[config.mk]
export PLATFORM = sky130hd
export DESIGN_NAME = decimal_string_to_fixed
export DESIGN_NICKNAME = d
export VERILOG_FILES = /design/src/hw/rtl/dstf_pkg.sv /design/src/hw/rtl/decimal_string_to_fixed.sv /design/src/hw/rtl/dstf_step.sv /design/src/hw/rtl/dstf_out_reg.sv
export SDC_FILE = /design/constraint.sdc
export NUM_CORES = 1
export LEC_CHECK = 0
export BUFFER_PORTS_ARGS = -buffer_cell sky130_fd_sc_hd__buf_4
export CORE_ASPECT_RATIO = 0.6
export CORE_MARGIN = 5
export CORE_UTILIZATION = 45
export DETAILED_ROUTE_END_ITERATION = 6
export HOLD_SLACK_MARGIN = 0.02
export PLACE_DENSITY_LB_ADDON = 0.2
export REMOVE_ABC_BUFFERS = 1
export SLEW_MARGIN = 20
export SYNTH_ARGS = -nofsm -noshare
export SYNTH_HDL_FRONTEND = slang
export SYNTH_HIERARCHICAL = 1
export SYNTH_SLANG_ARGS = --single-unit
[constraint.sdc]
create_clock -name clk -period 13.1 [get_ports clk]
set_clock_uncertainty 0.15 [all_clocks]
set_input_delay 1.31 -clock clk [delete_from_list [all_inputs] [get_ports clk]]
set_output_delay 1.31 -clock clk [all_outputs]
set_load 0.05 [all_outputs]
[src/hw/rtl/dstf_pkg.sv]
package dstf_pkg;

  // Sizes of the parse
  localparam int FRACTION_DIGITS = 10;
  localparam int INTEGER_BITS    = 31;
  localparam int CHAR_W          = 16;
  localparam int DIGIT_W         = 4;
  localparam int POS_W           = 4;
  localparam int FRAC_W          = 32;
  localparam int VALUE_W         = 64;
  localparam int INT_WIDE_W      = INTEGER_BITS + 4;

  localparam logic [POS_W-1:0]        FRAC_LIMIT = POS_W'(FRACTION_DIGITS);
  localparam logic [INTEGER_BITS-1:0] INT_LIMIT  = '1;

  // Character codes
  localparam logic [CHAR_W-1:0] CH_MINUS = 16'h002D;
  localparam logic [CHAR_W-1:0] CH_DOT   = 16'h002E;
  localparam logic [CHAR_W-1:0] CH_ZERO  = 16'h0030;
  localparam logic [CHAR_W-1:0] CH_NINE  = 16'h0039;

  // Running parse state
  typedef struct packed {
    logic                    negative;
    logic                    in_fraction;
    logic                    finished;
    logic                    overflowed;
    logic [INTEGER_BITS-1:0] integer_acc;
    logic [FRAC_W-1:0]       fraction_acc;
    logic [POS_W-1:0]        digit_pos;
  } parse_state_t;

  // Result of one character step
  typedef struct packed {
    logic               emit;
    logic [VALUE_W-1:0] value;
    logic               saturated;
  } result_t;

  // floor(2^32 / 10^(pos+1))
  function automatic logic [FRAC_W-1:0] pow10_inv(input logic [POS_W-1:0] pos);
    case (pos)
      4'd0:    return 32'd429496729;
      4'd1:    return 32'd42949672;
      4'd2:    return 32'd4294967;
      4'd3:    return 32'd429496;
      4'd4:    return 32'd42949;
      4'd5:    return 32'd4294;
      4'd6:    return 32'd429;
      4'd7:    return 32'd42;
      4'd8:    return 32'd4;
      default: return '0;
    endcase
  endfunction

endpackage

[src/hw/rtl/decimal_string_to_fixed.sv]
// Streaming decimal text to signed Q31.32. One character request is taken per
// cycle while in_stall is low: each accepted character is held in an input
// register and from there goes through the per-character update (integer
// multiply-by-ten add or one fraction table term) into the parse state; a
// terminating character then loads the result register, which presents the
// result. A string that starts with first=1 and ends with a
// non-numeric character (0, a second dot, a late minus, anything else)
// yields one value; the integer part clamps at 2^31-1 and sets saturated,
// fraction digits past the tenth are dropped and table terms are truncated.
// While a result waits on out_stall, characters that produce no result keep
// flowing; the next terminating character waits in the input register and
// holds off further requests until the result register is taken.
module decimal_string_to_fixed (
  input  logic                                clk,
  input  logic                                rst,
  input  logic                                in_valid,
  output logic                                in_stall,
  input  logic [dstf_pkg::CHAR_W-1:0]         ch,
  input  logic                                first,
  output logic                                out_valid,
  input  logic                                out_stall,
  output logic signed [dstf_pkg::VALUE_W-1:0] value,
  output logic                                saturated
);

  logic                          s1_valid;
  logic [dstf_pkg::CHAR_W-1:0]   s1_ch;
  logic                          s1_first;
  logic                          s1_go;
  logic                          in_take;
  logic                          out_free;
  logic [dstf_pkg::VALUE_W-1:0]  out_value;
  dstf_pkg::parse_state_t        state;
  dstf_pkg::parse_state_t        state_next;
  dstf_pkg::result_t             res;

  // Held character proceeds unless its result has nowhere to go
  assign s1_go    = s1_valid && (!res.emit || out_free);
  assign in_stall = s1_valid && !s1_go;
  assign in_take  = in_valid && !in_stall;

  // Input register
  always_ff @(posedge clk) begin
    if (rst) begin
      s1_valid <= 1'b0;
    end else if (in_take) begin
      s1_valid <= 1'b1;
    end else if (s1_go) begin
      s1_valid <= 1'b0;
    end
  end

  always_ff @(posedge clk) begin
    if (in_take) begin
      s1_ch    <= ch;
      s1_first <= first;
    end
  end

  // Per-character update
  dstf_step u_step (
    .cur   (state),
    .ch    (s1_ch),
    .first (s1_first),
    .nxt   (state_next),
    .res   (res)
  );

  // Parse state
  always_ff @(posedge clk) begin
    if (rst) begin
      state <= '{negative: 1'b0, in_fraction: 1'b0, finished: 1'b1, overflowed: 1'b0,
                 integer_acc: '0, fraction_acc: '0, digit_pos: '0};
    end else if (s1_go) begin
      state <= state_next;
    end
  end

  // Result register
  dstf_out_reg u_out (
    .clk       (clk),
    .rst       (rst),
    .load      (s1_go && res.emit),
    .res       (res),
    .free      (out_free),
    .out_valid (out_valid),
    .out_stall (out_stall),
    .value     (out_value),
    .saturated (saturated)
  );

  assign value = $signed(out_value);

  // A waiting result is never overwritten
  a_no_overwrite: assert property (@(posedge clk) disable iff (rst)
    (out_valid && out_stall) |-> !(s1_go && res.emit))
    else $error("result register overwritten while stalled");

  // Fraction digit count stays within the table
  a_pos_range: assert property (@(posedge clk) disable iff (rst)
    state.digit_pos <= dstf_pkg::FRAC_LIMIT)
    else $error("fraction digit count out of range");

  // No fraction before the dot
  a_frac_mode: assert property (@(posedge clk) disable iff (rst)
    !state.in_fraction |-> (state.digit_pos == '0 && state.fraction_acc == '0))
    else $error("fraction state outside fraction mode");

  // Emitting ends the parse and presents the result
  a_emit_done: assert property (@(posedge clk) disable iff (rst)
    (s1_go && res.emit) |=> (state.finished && out_valid))
    else $error("emit did not finish parse");

endmodule

[src/hw/rtl/dstf_step.sv]
module dstf_step (
  input  dstf_pkg::parse_state_t        cur,
  input  logic [dstf_pkg::CHAR_W-1:0]   ch,
  input  logic                          first,
  output dstf_pkg::parse_state_t        nxt,
  output dstf_pkg::result_t             res
);

  dstf_pkg::parse_state_t               base;
  logic [dstf_pkg::CHAR_W-1:0]          digit_full;
  logic [dstf_pkg::DIGIT_W-1:0]         digit;
  logic                                 is_digit;
  logic [dstf_pkg::INT_WIDE_W-1:0]      int_base;
  logic [dstf_pkg::INT_WIDE_W-1:0]      int_wide;
  logic                                 int_over;
  logic [dstf_pkg::FRAC_W+3:0]          frac_term;
  logic [dstf_pkg::VALUE_W-1:0]         mag;

  // A first character drops any parse in progress
  always_comb begin
    base = cur;
    if (first) begin
      base = '0;
    end
  end

  // Digit decode
  assign digit_full = ch - dstf_pkg::CH_ZERO;
  assign digit      = digit_full[dstf_pkg::DIGIT_W-1:0];
  assign is_digit   = (ch >= dstf_pkg::CH_ZERO) && (ch <= dstf_pkg::CH_NINE);

  // Integer part: acc * 10 + digit, as shift-add
  assign int_base = {4'b0, base.integer_acc};
  assign int_wide = (int_base << 3) + (int_base << 1)
                  + {{(dstf_pkg::INT_WIDE_W-dstf_pkg::DIGIT_W){1'b0}}, digit};
  assign int_over = int_wide > {4'b0, dstf_pkg::INT_LIMIT};

  // Fraction term: digit times tabled 10^-k
  assign frac_term = {{dstf_pkg::FRAC_W{1'b0}}, digit}
                   * {4'b0, dstf_pkg::pow10_inv(base.digit_pos)};

  // Magnitude of the finished number
  assign mag = {{(dstf_pkg::FRAC_W-dstf_pkg::INTEGER_BITS){1'b0}},
                base.integer_acc, base.fraction_acc};

  // Character decision
  always_comb begin
    nxt = base;
    res = '0;
    if (first && ch == dstf_pkg::CH_MINUS) begin
      nxt.negative = 1'b1;
    end else if (!first && cur.finished) begin
      nxt = cur;
    end else if (is_digit) begin
      if (base.in_fraction) begin
        if (base.digit_pos < dstf_pkg::FRAC_LIMIT) begin
          nxt.fraction_acc = base.fraction_acc + frac_term[dstf_pkg::FRAC_W-1:0];
          nxt.digit_pos    = base.digit_pos + 1'b1;
        end
      end else if (int_over) begin
        nxt.integer_acc = dstf_pkg::INT_LIMIT;
        nxt.overflowed  = 1'b1;
      end else begin
        nxt.integer_acc = int_wide[dstf_pkg::INTEGER_BITS-1:0];
      end
    end else if (ch == dstf_pkg::CH_DOT && !base.in_fraction) begin
      nxt.in_fraction = 1'b1;
    end else begin
      res.emit      = 1'b1;
      res.saturated = base.overflowed;
      res.value     = base.negative ? (~mag + 64'd1) : mag;
      nxt.finished  = 1'b1;
    end
  end

endmodule

[src/hw/rtl/dstf_out_reg.sv]
module dstf_out_reg (
  input  logic                           clk,
  input  logic                           rst,
  input  logic                           load,
  input  dstf_pkg::result_t              res,
  output logic                           free,
  output logic                           out_valid,
  input  logic                           out_stall,
  output logic [dstf_pkg::VALUE_W-1:0]   value,
  output logic                           saturated
);

  // Room for a new result when empty or being taken
  assign free = !out_valid || !out_stall;

  // Valid flag
  always_ff @(posedge clk) begin
    if (rst) begin
      out_valid <= 1'b0;
    end else if (load) begin
      out_valid <= 1'b1;
    end else if (!out_stall) begin
      out_valid <= 1'b0;
    end
  end

  // Payload
  always_ff @(posedge clk) begin
    if (load) begin
      value     <= res.value;
      saturated <= res.saturated;
    end
  end

endmodule

# Word-level counts from Yosys, hierarchy flattened
# Memories as Yosys holds them, arrays and structs flattened.
# Index checks and enable logic that the tools add are counted.
# totals
rom_bits,432
memories,1
register_bits,155
output_inout_bits,67
inputBits,21
# classes
add_sub_neg,6
reduce_logical,21
eq_ne,4
bitwise_logic,2
order_cmp,4
n_mul,1
muxes,23
# memory_table
memory,depth,word_bits,rd,rd_clocked_by_memory_dff,write_ports,line,source
(no name shown),16,27,1,0,0,dstf_pkg.sv:42,case (pos)
# op_table
op,count
$mux W66,4
$mux W70,2
$mux W36,2
$mux W71,1
$mux W68,1
$add A64 B1 Y64 const B,1
$mux W64,1
$not A63 Y64,1
$add A34 B32 Y35,1
$add A35 B4 Y35,1
$gt A35 B31 Y1 const B,1
$add A32 B32 Y32,1
$eq A16 B6 Y1 const B,2
$mul A4 B32 Y32,1
$mux W32,1
$mux W31,1
$ge A16 B6 Y1 const B,1
$le A16 B6 Y1 const B,1
$mux W1,9
$logic_and A1 B1 Y1,8
$logic_not A1 Y1,7
$reduce_or A5 Y1,1
$add A4 B1 Y4 const B,1
$lt A4 B4 Y1 const B,1
other kinds (8),10

# Logic depth before layout (Yosys ltp)
# Gate-level depths: netlist (run 1).
# depth
ltp_word,16
ltp_mapped,28
depth_no_buf,26

# Hierarchy
# Netlist (run 1), hierarchy kept.
# modules_own_cells
module,cells_per_inst,seq_area_each_um2,area_per_inst_um2,instances
dstf_step,1377,0.0,9526.6,1
decimal_string_to_fixed,332,1951.9,3826.2,1
dstf_out_reg,69,1971.9,1984.4,1

# Worst setup path after synthesis (run 1)
# No wires, ideal clock.
# synth_timing
path_kind,reg-to-reg
startpoint,reg s1_first
endpoint,reg state[34] (netlist name)
path_stages_with_launch,25
period_less_slack_ns,6.286
n_path_buf,6
required_time_ns,12.878
slack_ns,6.814
arrival_time_ns,6.064
cell_sequence,edfxtp_1 -> buf_2 -> buf_1 -> clkbuf_1 -> clkbuf_1 -> buf_1 -> buf_1 -> a22oi_1 -> nand2b_1 -> fa_1 -> fa_1 -> fa_1 -> inv_1 -> ha_1 -> o21ai_0 -> o21ai_0 -> and3_1 -> o21ai_0 -> a311oi_1 -> a221oi_1 -> o211ai_1 -> xnor2_1 -> mux2i_1 -> nand2b_1 -> mux2i_1
# synth_lines
item,line,source
start: declaration,decimal_string_to_fixed.sv:28,logic s1_first;
start signal: assignment,decimal_string_to_fixed.sv:56,s1_first <= first;
end signal: assignment,decimal_string_to_fixed.sv:72,"state <= '{negative: 1'b0, in_fraction: 1'b0, finished: 1'b1, overflowed: 1'b0,"
end signal: assignment,decimal_string_to_fixed.sv:75,state <= state_next;
end: declaration,decimal_string_to_fixed.sv:33,dstf_pkg::parse_state_t state;

==> results of run 1 <==
## power groups by stage
stage          clock (mW)  combinational, mW  sequential, mW
2_1_floorplan           0              0.151           0.545
3_3_place_gp            0              0.228           0.531
3_5_place_dp            0              0.230           0.531
4_1_cts             0.511              0.231           0.520
5_1_grt             0.532              0.256           0.520
6_report            0.496              0.232           0.520
## area by class of cell
class                   instances  area (um^2)  area share, %
repair buffers                102          766           4.55
clock inverters                15          138          0.818
flip-flops and latches        155         3930           23.3
multi-input cells            1388        10400           61.8
inverters                     158          593           3.53
well taps                     459          574           3.42
clock buffers                  17          425           2.53
## stage by stage
| stage | cell area [um^2] | hold WS [ps] |
|---|---|---|
| final | 16800 | 327 |
| after floorplan | 14900 | 298 |
| after global placement | 16300 | 309 |
| after global routing | 16800 | 356 |
| after detailed placement | 16300 | 321 |
| after CTS | 16800 | 331 |
## cell families after synthesis
group,after synthesis
compound gates,341
xor+xnor,116
fa+ha+maj,193
buf+inv,235
flops,155
mux,79
simple gates,659
## registers in the layout, summed over array words and instances (netlist names)
name	cells
state	71
u_out/value	64
s1_ch	16
s1_first	1
s1_valid	1
u_out/out_valid	1
u_out/saturated	1
## synthesized netlist by cell type, types with 73 or more instances
| cell | n |
|---|---|
| nor2_1 | 159 |
| dfxtp_1 | 73 |
| fa_1 | 77 |
| o21ai_0 | 79 |
| ha_1 | 116 |
| xor2_1 | 75 |
| mux2i_1 | 78 |
| nand2_1 | 128 |
| nand2b_1 | 157 |
| a21oi_1 | 113 |
| edfxtp_1 | 82 |
| inv_1 | 156 |
## per-layer routing
layer / share of wire [%] / up-vias / track usage (%)
met5: 0 / - / 0
met4: 1.1 / 0 / 4.73
met3: 8.6 / 25 / 4.97
met2: 37 / 452 / 28.5
met1: 54 / 5989 / 39.5
li1: - / 6171 / -
## worst max-delay path, stage by stage, from the launching register on
cell,delay [ps]
edfxtp_1,440
inv_2,740
nand2_1,610
ha_1,420
inv_1,160
o22ai_1,100
a22oi_1,320
nor2_1,110
fa_1,530
fa_1,550
inv_1,50
fa_1,500
inv_1,40
ha_1,330
o21ai_0,130
o21ai_0,440
and3_1,340
o21ai_0,190
a311oi_1,520
a221oi_1,220
o211ai_1,240
xnor2_1,140
mux2i_1,100
nand2b_1,90
mux2i_1,60
## final timing paths
check | start | endpoint | slack (ps) | cells past startpoint
worst min-delay path | state[27] | state[27] | 330 | 2
worst max-delay path | s1_first | state[34] | 5410 | 24
worst max register to register | s1_first | state[34] | 5410 | 24
worst min register to register | state[27] | state[27] | 330 | 2
==> results.md, run 1 <==
- Tcrit/Tclk final: 58.7%
- GP Congestion: 0.959
- Relative slew slack: 26.7%
- Most frequent cells in the layout: nor2_1 (158), nand2b_1 (157), inv_1 (156)
- Post-CTS resize count: 0
- Worst-Margin Slew: 1090 ps
- CTS tree: built
- Number of global-route vias before repair: 11,800
- Xor/xnor cell area share of the yosys netlist: 6.62%
- Internal power: 0.869 mW
- Post-route DRC: 0
- Total core area: 0.0336 mm^2
- Power Dens Cells: 74.2 mW/mm^2
- DIE HEIGHT: 153 um
- Final worst setup slack: 5410 ps
- Setup Crit Path Kind: reg2reg
- Hold Buf Count CTS: 0
- DRT iter0 DRCs: 1,242
- Overall power: 1.25 mW
- Worst IR drop on VDD: 0.0949 mV
- Synth Area in Adders: 19.5%
- Minimum clock period: 7690 ps
- Initial Util: 45.6%
- Number of synthesized flops with an enable pin: 82
- Worst EP arrival: 7840 ps
- Top-Level Pins: 88
- Pleak: 7.33 nW
- Most common library cell in the layout ignoring fill and taps: nor2_1
- Global-route wire length before repair: 68,700 um
- WL per Instance: 19.2 um
- Finished Layout Cells: 2,294
- Seq pwr share: 41.7%
- Post-Syn Area: 0.0153 mm^2
- Clk sink count: 155
- Post-synth top area cell: edfxtp_1
- Peak Freq: 130 MHz
- Setup bufs post-CTS: 0
- Port Buf Inserts: 87
- CTS Buf Count: 17
- Root buffer cell: clkbuf_16
- Antenna Cells: 0
- Seq cells post-synth: 155
- Critical Path Fanout Max: 45
- Setup violators final: 0
- Post-synthesis mux area share: 5.16%
- P&R area growth vs syn: 9.64%
- Synth top area share: 16.1%
- Die X: 248 um
- Simple-gate area share of the yosys netlist: 22.4%
- Worst-skew pair later-pin latency: 460 ps
- Largest net degree at the start of global routing: 105
- Full die area: 0.0380 mm^2
- Synth Area in Compound Gates: 14.0%
- Cell Rows: 52
- RSZ-0062 raised after global routing: false
- Critical Path End Type: register
- HPWL after DPL: 33,100 um
- Maximum buffer depth of the clock tree: 2
- Antenna violations before repair: 0
- CP required: 13,250 ps
- Ys async rst share: 0%
- Via density: 5.51
- Synthesis Warnings: 6
- Setup TNS: 0 ps
- Status: finished, final reports clean
- HP Class: reg2reg
- Psw: 0.379 mW
- Synth cell types: 75
- Final Max Slew Viols: 0
- Ratio of cells with drive above 1 in the final layout: 8.94%
- Reg clk slew, reported paths: 70 ps
- Routed vias: 12,600
- Drt pass-1 iters: 5
- Overflow after GRT: 0
- Synth top area cells: edfxtp_1 (16%), fa_1 (10%), dfxtp_1 (9.5%), ha_1 (9.5%), nand2b_1 (6.4%)
- Post-Syn Instances: 1,778
- Sw frac: 30.3%
- CP startpoint kind: register
- Ys flop type: edfxtp_1
- Max Cap Violations: 0
- Inst Count DP: 2,262
- Antenna viol nets, final: 0
- Power share of the combinational group: 18.6%
- Mean Syn Cell Area: 8.63 um^2
- Placement Setup Slack: 5540 ps
- Seq/Total Area, Yosys: 25.6%
- Post-layout util: 50.0%
- Hold Fails Final Rpt: 0
- Clock share of power: 39.8%
- Post-Route WL: 43,900 um
- Largest family of logic cells by synthesized area: simple AND/OR/NAND/NOR gates
- Final-layout fill cell count: 3,232
- Nets@finish: 2,036
- GRT Total Usage: 23.0%
- H-tree lvl count: 4
Note: power is estimated with default switching activity, not from simulation.
==> run 2: changes to the inputs <==
Clock period 13.1 ns to 7.3 ns, I/O delays scaled along.
==> results.md, run 2 (synthesized netlist as in run 1, its figures left out) <==
- Status: finished, final reports clean
- Post-layout util: 50.3% (+0.33 points)
- Critical Path End Type: register
- Minimum clock period: 6590 ps (-1100 ps)
- CP required: 7460 ps (-5790 ps)
- Max Cap Violations: 0 (unchanged)
- Total core area: 0.0336 mm^2 (unchanged)
- P&R area growth vs syn: 10.4%
- Relative slew slack: 30.2% (+3.6 points)
- Slowest stage delay, CP: 560 ps (-180 ps)
- Cell Rows: 52 (unchanged)
- Most frequent cells in the layout: nor2_1 (158), nand2b_1 (157), inv_1 (156)
- Largest registers: state (71), u_out/value (64), s1_ch (16)
- Post-Route WL: 44,600 um (+1.5%)
- Setup bufs post-CTS: 0 (unchanged)
- GRT Total Usage: 23.2% (+0.15 points)
- Most flop-heavy register: state
- Setup violators final: 0 (unchanged)
- Antenna Cells: 0 (unchanged)
- Post-CTS resize count: 0 (unchanged)
- Maximum buffer depth of the clock tree: 2 (unchanged)
- Setup Crit Path Kind: reg2reg
- CTS Buf Count: 17 (unchanged)
- CTS tree: built
- Worst IR drop on VDD: 0.169 mV (+79%)
- Antenna viol nets, final: 0 (unchanged)
- Overflow after GRT: 0 (unchanged)
- Ratio of cells with drive above 1 in the final layout: 9.23% (+0.29 points)
- DIE HEIGHT: 153 um (unchanged)
- Largest net degree at the start of global routing: 105 (unchanged)
- Power Dens Cells: 136 mW/mm^2 (+84%)
- Hold Buf Count CTS: 0 (unchanged)
- Tcrit/Tclk final: 90.3% (+32 points)
- Global-route wire length before repair: 69,600 um (+1.3%)
- Nets@finish: 2,043 (+0.34%)
- Pleak: 7.38 nW (+0.69%)
- Via density: 5.63 (+2.2%)
- Antenna violations before repair: 0 (unchanged)
- Worst-Margin Slew: 1040 ps (-53.4 ps)
- H-tree lvl count: 4 (unchanged)
- Worst EP arrival: 6750 ps (-1090 ps)
- Worst-skew pair later-pin latency: 450 ps (about the same)
- Reg clk slew, reported paths: 70 ps (about the same)
- CP bufs+invs: 5 (+1)
- Max Used Layer: met4
- CP startpoint kind: register
- RSZ-0062 raised after global routing: false
- Peak Freq: 152 MHz (+17%)
- HP Class: in2reg
- Number of global-route vias before repair: 12,100 (+2.6%)
- Top-Level Pins: 88 (unchanged)
- WL per Instance: 19.4 um (+1.2%)
- Largest register FFs: 71 (unchanged)
- Met2 wire len: 16,500 um (+3.0%)
- Routed vias: 13,000 (+2.5%)
- Critical Path Fanout Max: 13 (-71%)
- Port Buf Inserts: 87 (unchanged)
- Met3 wire length: 4220 um (+11%)
- Wl on met1: 23,400 um (-1.1%)
- Die X: 248 um (unchanged)
- Hold Fails Final Rpt: 0 (unchanged)
- Setup TNS: 0 ps (unchanged)
- Full die area: 0.0380 mm^2 (unchanged)
- Initial Util: 45.6% (unchanged)
- DRT iter0 DRCs: 1,337 (+7.6%)
- GP Congestion: 0.959 (unchanged)
- Final Max Slew Viols: 0 (unchanged)
- Post-route DRC: 0 (unchanged)
- Most common library cell in the layout ignoring fill and taps: nor2_1
- Drt pass-1 iters: 7 (+2)
- HPWL after DPL: 34,000 um (+2.7%)
- Clk sink count: 155 (unchanged)
- Root buffer cell: clkbuf_16
- Critical path's top delay family: adder cells
- Critical path's slowest cell: fa_1
==> run 2: changes by cell type in the layout (fill, tap and decap cells not counted), sizes merged <==
cell and delta:
clkbuf +3, bufinv +2, clkinv -2, inv -4, buf +7, clkinvlp +1
==> run 2: layer usage <==
layer | vias up | track usage, %
met4 | 0 | 4.33
met3 | 27 | 5.81
met5 | - | 0
li1 | 6178 | -
met1 | 6232 | 38.7
met2 | 516 | 29.5
==> run 2: final timing paths <==
path               end  cells past startpoint  slack [ps]      start
max          state[34]                     26         710   s1_first
min           s1_ch[9]                      1         310      ch[9]
max reg2reg  state[34]                     26         710   s1_first
min reg2reg  state[27]                      2         330  state[27]
==> run 2: cell type report <==
type | instances | area, um^2
multi-input combinational | 1388 | 10400
clock buffer | 20 | 457
inverter | 158 | 593
timing repair buffer | 109 | 818
fill | 3223 | 16700
clock inverter | 12 | 164
sequential | 155 | 3930
tap | 459 | 574
==> run 2: stage by stage <==
stage	instances	area [um^2]	total power, mW	hold WS [ps]	worst slack, ps
after floorplan	1701	14900	1.25	298	43.5
after global placement	2269	16300	1.36	312	803
after detailed placement	2269	16300	1.37	316	845
after CTS	2301	16900	2.32	286	824
after global routing	2301	16900	2.41	295	383
final	2301	16900	2.31	312	706
==> run 2: worst reg2reg max path: stages (launching register included) <==
cell      delay (ps)
edfxtp_1         400
inv_2            230
nand2_1          170
buf_4            210
inv_1            110
ha_1             270
a21oi_1          100
nor2_1           240
nor2_1           120
nor2b_1          160
fa_1             470
fa_1             560
inv_1             60
fa_1             510
inv_1             50
ha_1             410
nand3_1          260
nor3_1           210
and3_1           280
o21ai_0          190
a311oi_1         500
a221oi_1         210
o211ai_1         230
xnor2_1          140
mux2i_1           90
nand2b_1         100
mux2i_1           60
==> run 2: where the power goes <==
| group | total, mW | internal, mW | leakage (nW) | switching, mW |
|---|---|---|---|---|
| Sequential | 0.932 | 0.927 | 1.41 | 0.00529 |
| Clock | 0.957 | 0.561 | 0.296 | 0.396 |
| Combinational | 0.420 | 0.161 | 5.68 | 0.259 |
| Total | 2.31 | 1.65 | 7.38 | 0.661 |
==> run 3: changes to the inputs <==
Clock period 7.3 ns to 6.65 ns, I/O delays scaled along.
==> results.md, run 3 (synthesized netlist as in run 1, its figures left out) <==
- Status: finished, final reports clean
- Inst Count DP: 2,270 (+0.044%)
- Cell area after layout: 0.0169 mm^2 (about the same)
- Max Cap Violations: 0 (unchanged)
- Final worst setup slack: 335 ps (-371 ps)
- Antenna viol nets, final: 0 (unchanged)
- DIE HEIGHT: 153 um (unchanged)
- Number of global-route vias before repair: 12,300 (+1.9%)
- DRT iter0 DRCs: 1,318 (-1.4%)
- Antenna violations before repair: 0 (unchanged)
- Power Dens Cells: 148 mW/mm^2 (+8.5%)
- Worst-skew pair later-pin latency: 460 ps (about the same)
- Drt pass-1 iters: 5 (-2)
- Post-layout util: 50.3% (about the same)
- Largest registers: state (71), u_out/value (64), s1_ch (16)
- Post-Route WL: 44,600 um (about the same)
- Placement Setup Slack: 282 ps (-563 ps)
- RSZ-0062 raised after global routing: false
- Worst-Margin Slew: 1080 ps (+42.1 ps)
- Reg clk slew, reported paths: 70 ps (about the same)
- Top-Level Pins: 88 (unchanged)
- Placed cell areas: 0.0163 mm^2 (+0.12%)
- Critical Path End Type: register
- Clk sink count: 155 (unchanged)
- Most flop-heavy register: state
- Root buffer cell: clkbuf_16
- Cell Rows: 52 (unchanged)
- Critical R2R Launch: s1_first
- Final Max Slew Viols: 0 (unchanged)
- Minimum clock period: 6320 ps (-279 ps)
- Setup Crit Path Kind: reg2reg
- Final hold slack: 231 ps (-81.5 ps)
- Most used cell, CP: inv_1
- HPWL after DPL: 33,500 um (-1.6%)
- CP startpoint kind: register
- Setup bufs post-CTS: 0 (unchanged)
- Antenna Cells: 0 (unchanged)
- Full die area: 0.0380 mm^2 (unchanged)
- Tcrit/Tclk final: 95.0% (+4.6 points)
- P&R area growth vs syn: 10.4% (about the same)
- CP bufs+invs: 6 (+1)
- Maximum buffer depth of the clock tree: 2 (unchanged)
- R2R Path End: state[34]
- GP Congestion: 0.994 (+3.7%)
- Post-route DRC: 0 (unchanged)
- Largest register FFs: 71 (unchanged)
- Slowest stage delay, CP: 550 ps (about the same)
- Final-layout fill cell count: 3,204 (-0.59%)
- Peak Freq: 158 MHz (+4.4%)
- Relative slew slack: 27.7% (-2.5 points)
- Setup TNS: 0 ps (unchanged)
- Ratio of cells with drive above 1 in the final layout: 9.55% (+0.32 points)
- Critical path's top delay family: adder cells
- CP required: 6880 ps (-580 ps)
- Critical Path Fanout Max: 7 (-6)
- Critical path's slowest cell: a21boi_0
- Global-route wire length before repair: 70,400 um (+1.3%)
- Initial Util: 45.6% (unchanged)
- CTS Buf Count: 17 (unchanged)
- Routed vias: 12,900 (-0.11%)
- HP Class: in2reg
- Overflow after GRT: 0 (unchanged)
- HP Start: ch[1]
- Largest net degree at the start of global routing: 113 (+7.6%)
- Overall power: 2.51 mW (+8.5%)
- Hold Buf Count CTS: 0 (unchanged)
- Worst Reg2Reg Path Length in Cells: 26 (unchanged)
- Worst EP arrival: 6540 ps (-210 ps)
- Finished Layout Cells: 2,302 (+0.043%)
- Via density: 5.62 (-0.15%)
- WL per Instance: 19.4 um (-0.11%)
- Port Buf Inserts: 87 (unchanged)
- H-tree lvl count: 4 (unchanged)
- Worst hold path depth: 1 (unchanged)
- Worst IR drop on VDD: 0.182 mV (+7.4%)
- Nets@finish: 2,044 (+0.049%)
- Hold Path End: s1_ch[1]
- CTS tree: built
- Pleak: 7.39 nW (+0.12%)
- Die X: 248 um (unchanged)
- Most common library cell in the layout ignoring fill and taps: nor2_1
- Total core area: 0.0336 mm^2 (unchanged)
- Hold Fails Final Rpt: 0 (unchanged)
- Most frequent cells in the layout: nor2_1 (158), nand2b_1 (157), inv_1 (156)
- Reg2reg setup slack: 330 ps (-370 ps)
- Setup violators final: 0 (unchanged)
- GRT Total Usage: 23.6% (+0.38 points)
run 3: cell types whose count changed in the layout (fill, tap and decap cells not counted), sizes merged:
cell      before  now
inv          160  167
bufinv         3    1
clkbuf        20   18
clkinvlp       2    0
buf          109  110
clkinv         5    4
run 3: repair_timing:
| action | CTS | global route |
|---|---|---|
| resized for setup | 0 | 4 |
| endpoints found under the setup margin | 0 | 3 |
| endpoints found under the hold margin | 0 | 0 |
run 3: layout make-up:
cell class / instances / area [um^2] / area share [%]
tap: 459 / 574 / 3.39
sequential: 155 / 3930 / 23.2
timing repair buffer: 110 / 838 / 4.95
clock inverter: 14 / 149 / 0.879
multi-input combinational: 1388 / 10400 / 61.5
inverter: 158 / 593 / 3.50
clock buffer: 18 / 439 / 2.59
run 3: how the worst max path moves through the flow:
stage | start | to | slack (ps) | depth (start not counted)
global route | s1_first | state[32] | 10 | 26
CTS | s1_first | state[34] | 250 | 23
detailed placement | s1_first | state[34] | 280 | 23
finish | s1_first | state[34] | 330 | 26
global placement | s1_first | state[34] | 530 | 24
floorplan | s1_first | state[34] | -610 | 25
run 3: power by group:
part / total (mW) / switching, mW / internal [mW]
registers: 1.02 / 0.00635 / 1.02
logic: 0.465 / 0.288 / 0.177
clock network: 1.02 / 0.476 / 0.541
total: 2.51 / 0.770 / 1.74
run 3: per-layer routing:
| layer | global-route usage [%] | wire length (um) |
|---|---|---|
| met5 | 0 | 0 |
| met1 | 38.6 | 23300 |
| met2 | 30.2 | 16600 |
| met4 | 4.54 | 506 |
| met3 | 6.61 | 4240 |
